--- src/rtl/pwfb_pkg.sv ---
// ----------------------------------------------------------------------------
// pwfb_pkg
// Shared widths, request and status codes, and the command/status bundles
// that join the page window flag bitmap controller and datapath.
// ----------------------------------------------------------------------------
package pwfb_pkg;

   localparam int MAX_PAGES_DEF = 4096;
   localparam int ADDR_BITS_DEF = 48;

   localparam int ADDR_W     = 48;
   localparam int PAGE_W     = 12;
   localparam int COUNT_W    = 13;
   localparam int SHIFT_W    = 5;
   localparam int TYPE_W     = 3;
   localparam int STATUS_W   = 2;
   localparam int RESULT_W   = 2;
   localparam int CSR_IDX_W  = 2;
   localparam int CSR_DATA_W = 48;
   localparam int WORD_BITS  = 64;
   localparam int BIT_IDX_W  = 6;

   localparam logic [SHIFT_W-1:0] RESET_SHIFT = 5'd12;

   localparam logic [TYPE_W-1:0] REQ_FREE  = 3'd0;
   localparam logic [TYPE_W-1:0] REQ_ZERO  = 3'd1;
   localparam logic [TYPE_W-1:0] REQ_CLEAR = 3'd2;
   localparam logic [TYPE_W-1:0] REQ_SET   = 3'd3;
   localparam logic [TYPE_W-1:0] REQ_TEST  = 3'd4;
   localparam logic [TYPE_W-1:0] REQ_INIT  = 3'd5;

   localparam logic [STATUS_W-1:0] STATUS_DONE   = 2'd0;
   localparam logic [STATUS_W-1:0] STATUS_ABSENT = 2'd1;
   localparam logic [STATUS_W-1:0] STATUS_RANGE  = 2'd2;

   localparam logic [CSR_IDX_W-1:0] CSR_WINDOW_BASE = 2'd0;
   localparam logic [CSR_IDX_W-1:0] CSR_PAGE_COUNT  = 2'd1;
   localparam logic [CSR_IDX_W-1:0] CSR_SIZE_SHIFT  = 2'd2;

   typedef struct packed {
      logic capture;
      logic decode;
      logic test_chk;
      logic sweep_wr;
      logic range_rd;
      logic load_first;
      logic load_zero;
      logic advance;
      logic load_rsp;
   } cmd_type;

   typedef struct packed {
      logic need_sweep;
      logic need_range;
      logic need_test;
      logic sweep_last;
      logic range_last;
      logic rsp_free;
   } stat_type;

   function automatic int idx_width(input int depth);
      return (depth > 1) ? $clog2(depth) : 1;
   endfunction

endpackage

--- src/rtl/pwfb_ctrl.sv ---
// ----------------------------------------------------------------------------
// pwfb_ctrl
// Request sequencer: decode, bitmap sweep, range read-modify-write walk,
// test lookup and response hand-off.
// ----------------------------------------------------------------------------
module pwfb_ctrl import pwfb_pkg::*; (
   input  logic     clock,
   input  logic     reset,
   input  logic     req_valid,
   output logic     req_ready,
   input  stat_type stat,
   output cmd_type  cmd
);

   typedef enum logic [6:0] {
      S_IDLE     = 7'b0000001,
      S_DECODE   = 7'b0000010,
      S_SWEEP    = 7'b0000100,
      S_RANGE_RD = 7'b0001000,
      S_RANGE_WB = 7'b0010000,
      S_TEST_CHK = 7'b0100000,
      S_FINISH   = 7'b1000000
   } state_type;

   state_type state_ff;
   state_type state_in;

   always_comb begin
      cmd       = '0;
      req_ready = 1'b0;
      state_in  = state_ff;
      case (state_ff)
         S_IDLE: begin
            req_ready = 1'b1;
            if (req_valid) begin
               cmd.capture = 1'b1;
               state_in    = S_DECODE;
            end
         end
         S_DECODE: begin
            cmd.decode = 1'b1;
            if (stat.need_sweep) begin
               cmd.load_zero = 1'b1;
               state_in      = S_SWEEP;
            end else if (stat.need_range) begin
               cmd.load_first = 1'b1;
               state_in       = S_RANGE_RD;
            end else if (stat.need_test) begin
               state_in = S_TEST_CHK;
            end else begin
               state_in = S_FINISH;
            end
         end
         S_SWEEP: begin
            cmd.sweep_wr = 1'b1;
            cmd.advance  = 1'b1;
            if (stat.sweep_last) begin
               state_in = S_FINISH;
            end
         end
         S_RANGE_RD: begin
            cmd.range_rd = 1'b1;
            cmd.advance  = 1'b1;
            if (stat.range_last) begin
               state_in = S_RANGE_WB;
            end
         end
         S_RANGE_WB: begin
            // last modified word is written back this cycle
            state_in = S_FINISH;
         end
         S_TEST_CHK: begin
            cmd.test_chk = 1'b1;
            state_in     = S_FINISH;
         end
         S_FINISH: begin
            if (stat.rsp_free) begin
               cmd.load_rsp = 1'b1;
               state_in     = S_IDLE;
            end
         end
         default: begin
            state_in = S_IDLE;
         end
      endcase
   end

   always_ff @(posedge clock) begin
      if (reset) begin
         state_ff <= S_IDLE;
      end else begin
         state_ff <= state_in;
      end
   end

   a_ready_after_rsp: assert property (@(posedge clock) disable iff (reset)
      $rose(req_ready) |-> $past(cmd.load_rsp))
      else $error("request side reopened without a response load");

   a_decode_follows_capture: assert property (@(posedge clock) disable iff (reset)
      cmd.decode |-> $past(cmd.capture))
      else $error("decode without a captured word");

endmodule

--- config.mk ---
export PLATFORM = sky130hd
export DESIGN_NAME = pwfb_ctrl
export DESIGN_NICKNAME = d
export VERILOG_FILES = /design/src/rtl/pwfb_pkg.sv /design/src/rtl/pwfb_ctrl.sv
export SDC_FILE = /design/constraint.sdc
export NUM_CORES = 1
export LEC_CHECK = 0
export BUFFER_PORTS_ARGS = -buffer_cell sky130_fd_sc_hd__buf_2
export CAP_MARGIN = 20
export CORE_UTILIZATION = 35
export CTS_BUF_LIST = sky130_fd_sc_hd__clkbuf_4 sky130_fd_sc_hd__clkbuf_8
export CTS_CLUSTER_DIAMETER = 120
export DETAILED_ROUTE_END_ITERATION = 6
export HOLD_SLACK_MARGIN = 0.08
export PLACE_DENSITY = 0.64
export SLEW_MARGIN = 20
export SYNTH_ARGS = -nofsm -noshare
export SYNTH_HDL_FRONTEND = slang
export SYNTH_SLANG_ARGS = --single-unit
--- constraint.sdc ---
create_clock -name clock -period 2.07 [get_ports clock]
set_clock_uncertainty 0.1 [all_clocks]
set_input_delay 0.3105 -clock clock [delete_from_list [all_inputs] [get_ports clock]]
set_output_delay 0.3105 -clock clock [all_outputs]
set_load 0.01 [all_outputs]
==> results.md, run 1 <==
* Status: complete, no violations
* Delay-heaviest family, CP: simple AND/OR/NAND/NOR gates
* CTS tree: done
* IO Count at 19
* Sw Ratio at 0.373
* Comb power frac at 0.397
* Syn Nets at 77
* P_leak at 0.305 nW
* Die width at 40.4 um
* Die area at 0.00163 sq mm
* Area delta synth->final at 22.3%
* Worst endpoint required time at 1660 ps
* CP Cell Sequence: nor3_2, and3_1, and3b_1, buf_2
* YS warnings at 0
* H-tree lvl count at 1
* First-pass GRT wire length at 2010 um
* Worst path arrival time at 1540 ps
* FF-to-FF path depth at 4
* Worst Hold Class: input pin to flop
* CP startpoint kind: flop
* Max Clk Rate at 511 MHz
* CORE AREA at 0.00133 sq mm
* Clk network pwr share at 0.253
* Antenna cells at 0
* Avg Inst Size Synth at 7.60 sq um
* Post-synthesis sequential area ratio at 0.271
* Hold depth at 3
* Clk sinks at 7
* Root Buffer: clkbuf_4
* Period utilization at 0.945
* Largest register FFs at 7
* Fraction of layout cells with a size suffix above 1 at 0.291
* Final hold vios at 0
* Worst slew pin tran at 500 ps
* Vias in the first global route at 438
* Crit path depth at 4
* Routed wire per std cell at 13.2 um
* Synth top area share at 0.271
* RSZ-0062 raised after global routing: no
* Crit. End Element: primary output
* Rows at 13
* Reg2Reg Launch Point: state_ff[3]
* Slowest stage cell, crit path: dfxtp_1
* Die Y-Extent at 40.4 um
* Area of the multi-input gates at 338 sq um
* Cts-stage hold buffer count at 0
* Critical path type: flop to primary output
* Gpl congestion at 0.950
* Gr usage total at 0.190
* Worst path bufs/invs at 1
* Reg with most FFs: state_ff
* Ys flop type: dfxtp_1
* DP HPWL at 956 um
* Post-CTS setup buffers at 0
* Storage element area at 140 sq um
* # fillers at 152
* Pwr Density at 877 mW/mm^2
* Pre-Repair DR Iteration Count at 4
* Sequential power share at 0.350
* Slew HR at 0.662
* Residual DRC at 0
* Vias post-DR at 579
* Power Internal at 0.347 mW
* Worst skew pair latency at 250 ps
* Post-Place Cells at 97
* Psw at 0.207 mW
* Cts bufs inserted at 3
* Post-synth ARST share at 0
* Crit Reg-Reg Endpoint: state_ff[3]
* DR vias/cell at 5.73
* Critical path peak fanout at 8
* Worst hold start: stat[3]
* Period minus WS final at 1960 ps
* Post-synth EDFFs at 0
* Count of different cell masters after synthesis at 33
* Maximum root-to-sink buffer count at 2
* Internal reg-to-reg setup slack at 410 ps
* Number of routed nets with antenna violations at 0
* Syn Inst Count at 68
* Initial antenna violation count at 0
* Largest net degree at the start of global routing at 13
* Synth area leader: dfxtp_1
* Top cells by area, synth: dfxtp_1 (27%), nor2_1 (6.5%), nor3b_1 (4.4%)
* Setup TNS at 0 ps
* Max incr delay on CP at 390 ps
* Final Max Slew Viols at 0
* Flops & latches, synth at 7
* Worst hold endpoint: state_ff[5]
* Final setup vio count at 0
* Clock-pin slew on the worst setup and hold paths at 60 ps
* Starting Density at 0.387
* Initial DRC Count at 14
* Port bufs at 18
* Fin nets at 96
* Max cap viols at 0
* Post-Route WL at 1340 um
* Cell Area, Synth at 517 sq um
* VDD IR max at 0.336 mV
* Non-Filler Instances at 101
* Regs by FF count: state_ff (7)
* GRT Residual Overflow at 0
## logic make-up after synthesis
kind of cell | count (synthesis) | share of synthesized area
buf+inv | 8 | 0.0847
xor+xnor | 2 | 0.0339
simple gates | 34 | 0.380
flops | 7 | 0.271
compound gates | 17 | 0.230
## how the worst max path moves through the flow
| stage | startpoint | end | slack, ps |
|---|---|---|---|
| 2_1_floorplan | state_ff[6] | cmd[8] | 490 |
| 3_3_place_gp | state_ff[2] | cmd[3] | 430 |
| 3_5_place_dp | state_ff[2] | cmd[3] | 380 |
| 4_1_cts | state_ff[2] | cmd[3] | 90 |
| 5_1_grt | state_ff[2] | cmd[3] | 4 |
| 6_report | state_ff[6] | cmd[3] | 110 |
## worst register-to-register path, delay by kind of cell (launching register included)
kind,cells,cell delay (ps)
AOI/OAI and AO/OA,3,750
DFF,1,580
and+or+nand+nor,1,120
## layout make-up
| class | instances | area share |
|---|---|---|
| Inverter | 4 | 0.0238 |
| Sequential cell | 7 | 0.222 |
| Multi-Input combinational cell | 53 | 0.535 |
| Tap cell | 15 | 0.0297 |
| Timing Repair Buffer | 18 | 0.143 |
| Clock buffer | 4 | 0.0475 |
## per-layer routing
layer | vias up | share of wire | global-route usage
met3 | 0 | 0.064 | 0.0500
met5 | - | 0 | 0
met1 | 264 | 0.46 | 0.264
met2 | 28 | 0.47 | 0.274
li1 | 287 | - | -
met4 | 0 | 0 | 0.0750
## synthesized netlist by cell type (2+ instances only)
cell	number
nand2_1	3
nor4_1	2
inv_1	4
and3_1	2
nor2_1	9
o2111ai_1	2
nand3_1	2
and3b_1	2
and2_1	2
dfxtp_1	7
nor3_1	3
a21oi_1	3
nor3b_1	3
o21ai_0	4
xor2_1	2
## per-stage QoR
stage | total power, mW | setup slack, ps | util | instance area, sq um | hold WS [ps]
6_report | 0.554 | 115 | 0.474 | 632 | 195
5_1_grt | 0.589 | 3.75 | 0.474 | 632 | 212
4_1_cts | 0.550 | 92.3 | 0.470 | 627 | 194
3_5_place_dp | 0.408 | 379 | 0.447 | 597 | 466
3_3_place_gp | 0.408 | 433 | 0.447 | 597 | 464
2_1_floorplan | 0.345 | 494 | - | 517 | 280
## layout by cell type (no fill, tap or decap), types with 2 or more instances in the layout
cell | Yosys | final
nor2_1 | 9 | 9
and3_1 | 2 | 2
nand3_1 | 2 | 2
o2111ai_1 | 2 | 2
a21oi_1 | 3 | 3
xor2_1 | 2 | 2
nor3b_1 | 3 | 3
and3b_1 | 2 | 2
dfxtp_1 | 7 | 7
clkbuf_4 | 0 | 4
nand2_1 | 3 | 3
inv_1 | 4 | 4
nor4_1 | 2 | 2
o21ai_0 | 4 | 4
buf_2 | 1 | 18
nor3_2 | 1 | 2
nor3_1 | 3 | 2
and2_1 | 2 | 2
## power groups by stage
stage          clock network (mW)  logic [mW]  registers (mW)
6_report                    0.140       0.220           0.194
5_1_grt                     0.149       0.241           0.199
4_1_cts                     0.144       0.215           0.191
3_5_place_dp                    0       0.214           0.194
3_3_place_gp                    0       0.215           0.194
2_1_floorplan                   0       0.167           0.178
## repair_timing
action                                  in CTS  in global routing
endpoints found under the setup margin       0                  1
resized for setup                            0                  1
hold endpoints to repair                     0                  0
Power figures use the tool's default switching activity.
==> inputs of run 2 (changes only) <==
SETUP_SLACK_MARGIN = 0.3   (was not set)
==> run 2 against run 1 <==
Against the previous run:
- critical path depth did not move
- clock power rose by 4%
- first-iteration DRC count up 57%
- worst setup slack improved by 140 ps
- via count rose by 6.2%
- utilization increased by 9.4 points
- global-route usage grew 3.1 points
- power up 18%
- sequential cell count is the same
- fmax grew 7.8%
- final cell count increased by 6.9%
==> results.md, run 2 (synthesis gave the netlist of run 1 again) <==
* IO Count at 19
* DP HPWL at 956 um
* Worst slew pin tran at 522 ps
* Worst Hold Class: input pin to flop
* Commonest non-fill, non-tap cells in the layout: buf_2 (17), nor2_1 (9), buf_4 (7), dfxtp_4 (5)
* Largest net degree at the start of global routing at 13
* Sequential power share at 0.314
* Residual DRC at 0
* Sw Ratio at 0.375
* Period minus WS final at 1810 ps
* Post-Route Utilization at 0.568
* Max cap viols at 0
* CP startpoint kind: flop
* Period utilization at 0.876
* Fraction of layout cells with a size suffix above 1 at 0.473
* Setup TNS at 0 ps
* Worst skew pair latency at 260 ps
* Starting Density at 0.387
* Maximum root-to-sink buffer count at 2
* CORE AREA at 0.00133 sq mm
* P_leak at 0.360 nW
* Area delta synth->final at 46.5%
* Final hold vios at 0
* Routed wire per std cell at 14.8 um
* Largest register FFs at 7
* Cts-stage hold buffer count at 0
* Setup WS pre-CTS at 379 ps
* Root Buffer: clkbuf_4
* Port bufs at 18
* Gpl congestion at 0.950
* Non-Filler Instances at 108
* Pre-Repair DR Iteration Count at 4
* Number of routed nets with antenna violations at 0
* Critical path type: flop to primary output
* RSZ-0062 raised after global routing: yes
* Most common cell after layout, fill and taps aside: buf_2
* Design Area, Final at 757 sq um
* Die area at 0.00163 sq mm
* Die Y-Extent at 40.4 um
* Clk sinks at 7
* Worst path arrival time at 1400 ps
* Setup ws final at 256 ps
* Status: complete, no violations
* Fin nets at 103
* Clk network pwr share at 0.223
* Final setup vio count at 0
* Post-Place Cells at 97
* Pwr Density at 861 mW/mm^2
* DR vias/cell at 5.69
* Post-Route WL at 1600 um
* Final Max Slew Viols at 0
* VDD IR max at 0.488 mV
* Vias in the first global route at 530
* Antenna cells at 0
* Slew HR at 0.647
* Clock-pin slew on the worst setup and hold paths at 60 ps
* Initial DRC Count at 22
* DP Area at 597 sq um
* H-tree lvl count at 1
* Cts bufs inserted at 3
* Regs by FF count: state_ff (7)
* Psw at 0.244 mW
* Power Internal at 0.408 mW
* CTS tree: done
* Die width at 40.4 um
* Gr usage total at 0.221
* Initial antenna violation count at 0
* Rows at 13
* Worst endpoint required time at 1660 ps
* GRT Residual Overflow at 0
* Reg with most FFs: state_ff
* First-pass GRT wire length at 2350 um
* Vias post-DR at 615
* Critical path peak fanout at 5
* Max Clk Rate at 551 MHz
* Crit. End Element: primary output
* Comb power frac at 0.463
* # fillers at 130
-- run 2: timing repair --
| action | in CTS | in global routing |
|---|---|---|
| setup endpoints to repair | 5 | 7 |
| pin swaps | 4 | 3 |
| gates cloned | 0 | 0 |
| buffers inserted | 4 | 3 |
| gates resized for setup | 15 | 7 |
-- run 2: power by group through the flow --
stage / Clock [mW] / Sequential, mW / Combinational, mW
2_1_floorplan: 0 / 0.178 / 0.167
3_3_place_gp: 0 / 0.194 / 0.215
3_5_place_dp: 0 / 0.194 / 0.214
4_1_cts: 0.144 / 0.201 / 0.251
5_1_grt: 0.151 / 0.211 / 0.324
6_report: 0.145 / 0.205 / 0.302
-- run 2: per-layer routing --
layer | up-vias | GRT usage | routed length, um
met5 | - | 0 | 0
met4 | 0 | 0.0750 | 16
met3 | 2 | 0.0500 | 104
met2 | 28 | 0.377 | 824
met1 | 288 | 0.268 | 651
li1 | 297 | - | -
-- run 2: through the flow --
stage / hold slack (ps) / total power [mW]
final: 184 / 0.652
after CTS: 185 / 0.595
after floorplan: 280 / 0.345
after global placement: 464 / 0.408
after detailed placement: 466 / 0.408
after global routing: 204 / 0.685
-- run 2: worst max-delay path, cell delays in order (launching register included) --
cell,delay [ps]
dfxtp_4,370
nor4_4,310
and3_4,240
and2_4,130
buf_6,90
-- run 2: worst paths after layout --
check / start / slack (ps) / end / cells after the start
max: state_ff[5] / 260 / cmd[8] / 4
min: stat[3] / 180 / state_ff[5] / 3
max reg2reg: state_ff[2] / 440 / state_ff[0] / 5
min reg2reg: state_ff[3] / 560 / state_ff[4] / 2
-- run 2: area by class of cell --
type,count,area [sq um],area share
multi-input combinational,53,384,0.507
tap,15,18.8,0.0248
sequential,7,160,0.212
clock buffer,4,30.0,0.0397
inverter,4,15.0,0.0198
timing repair buffer,25,149,0.197
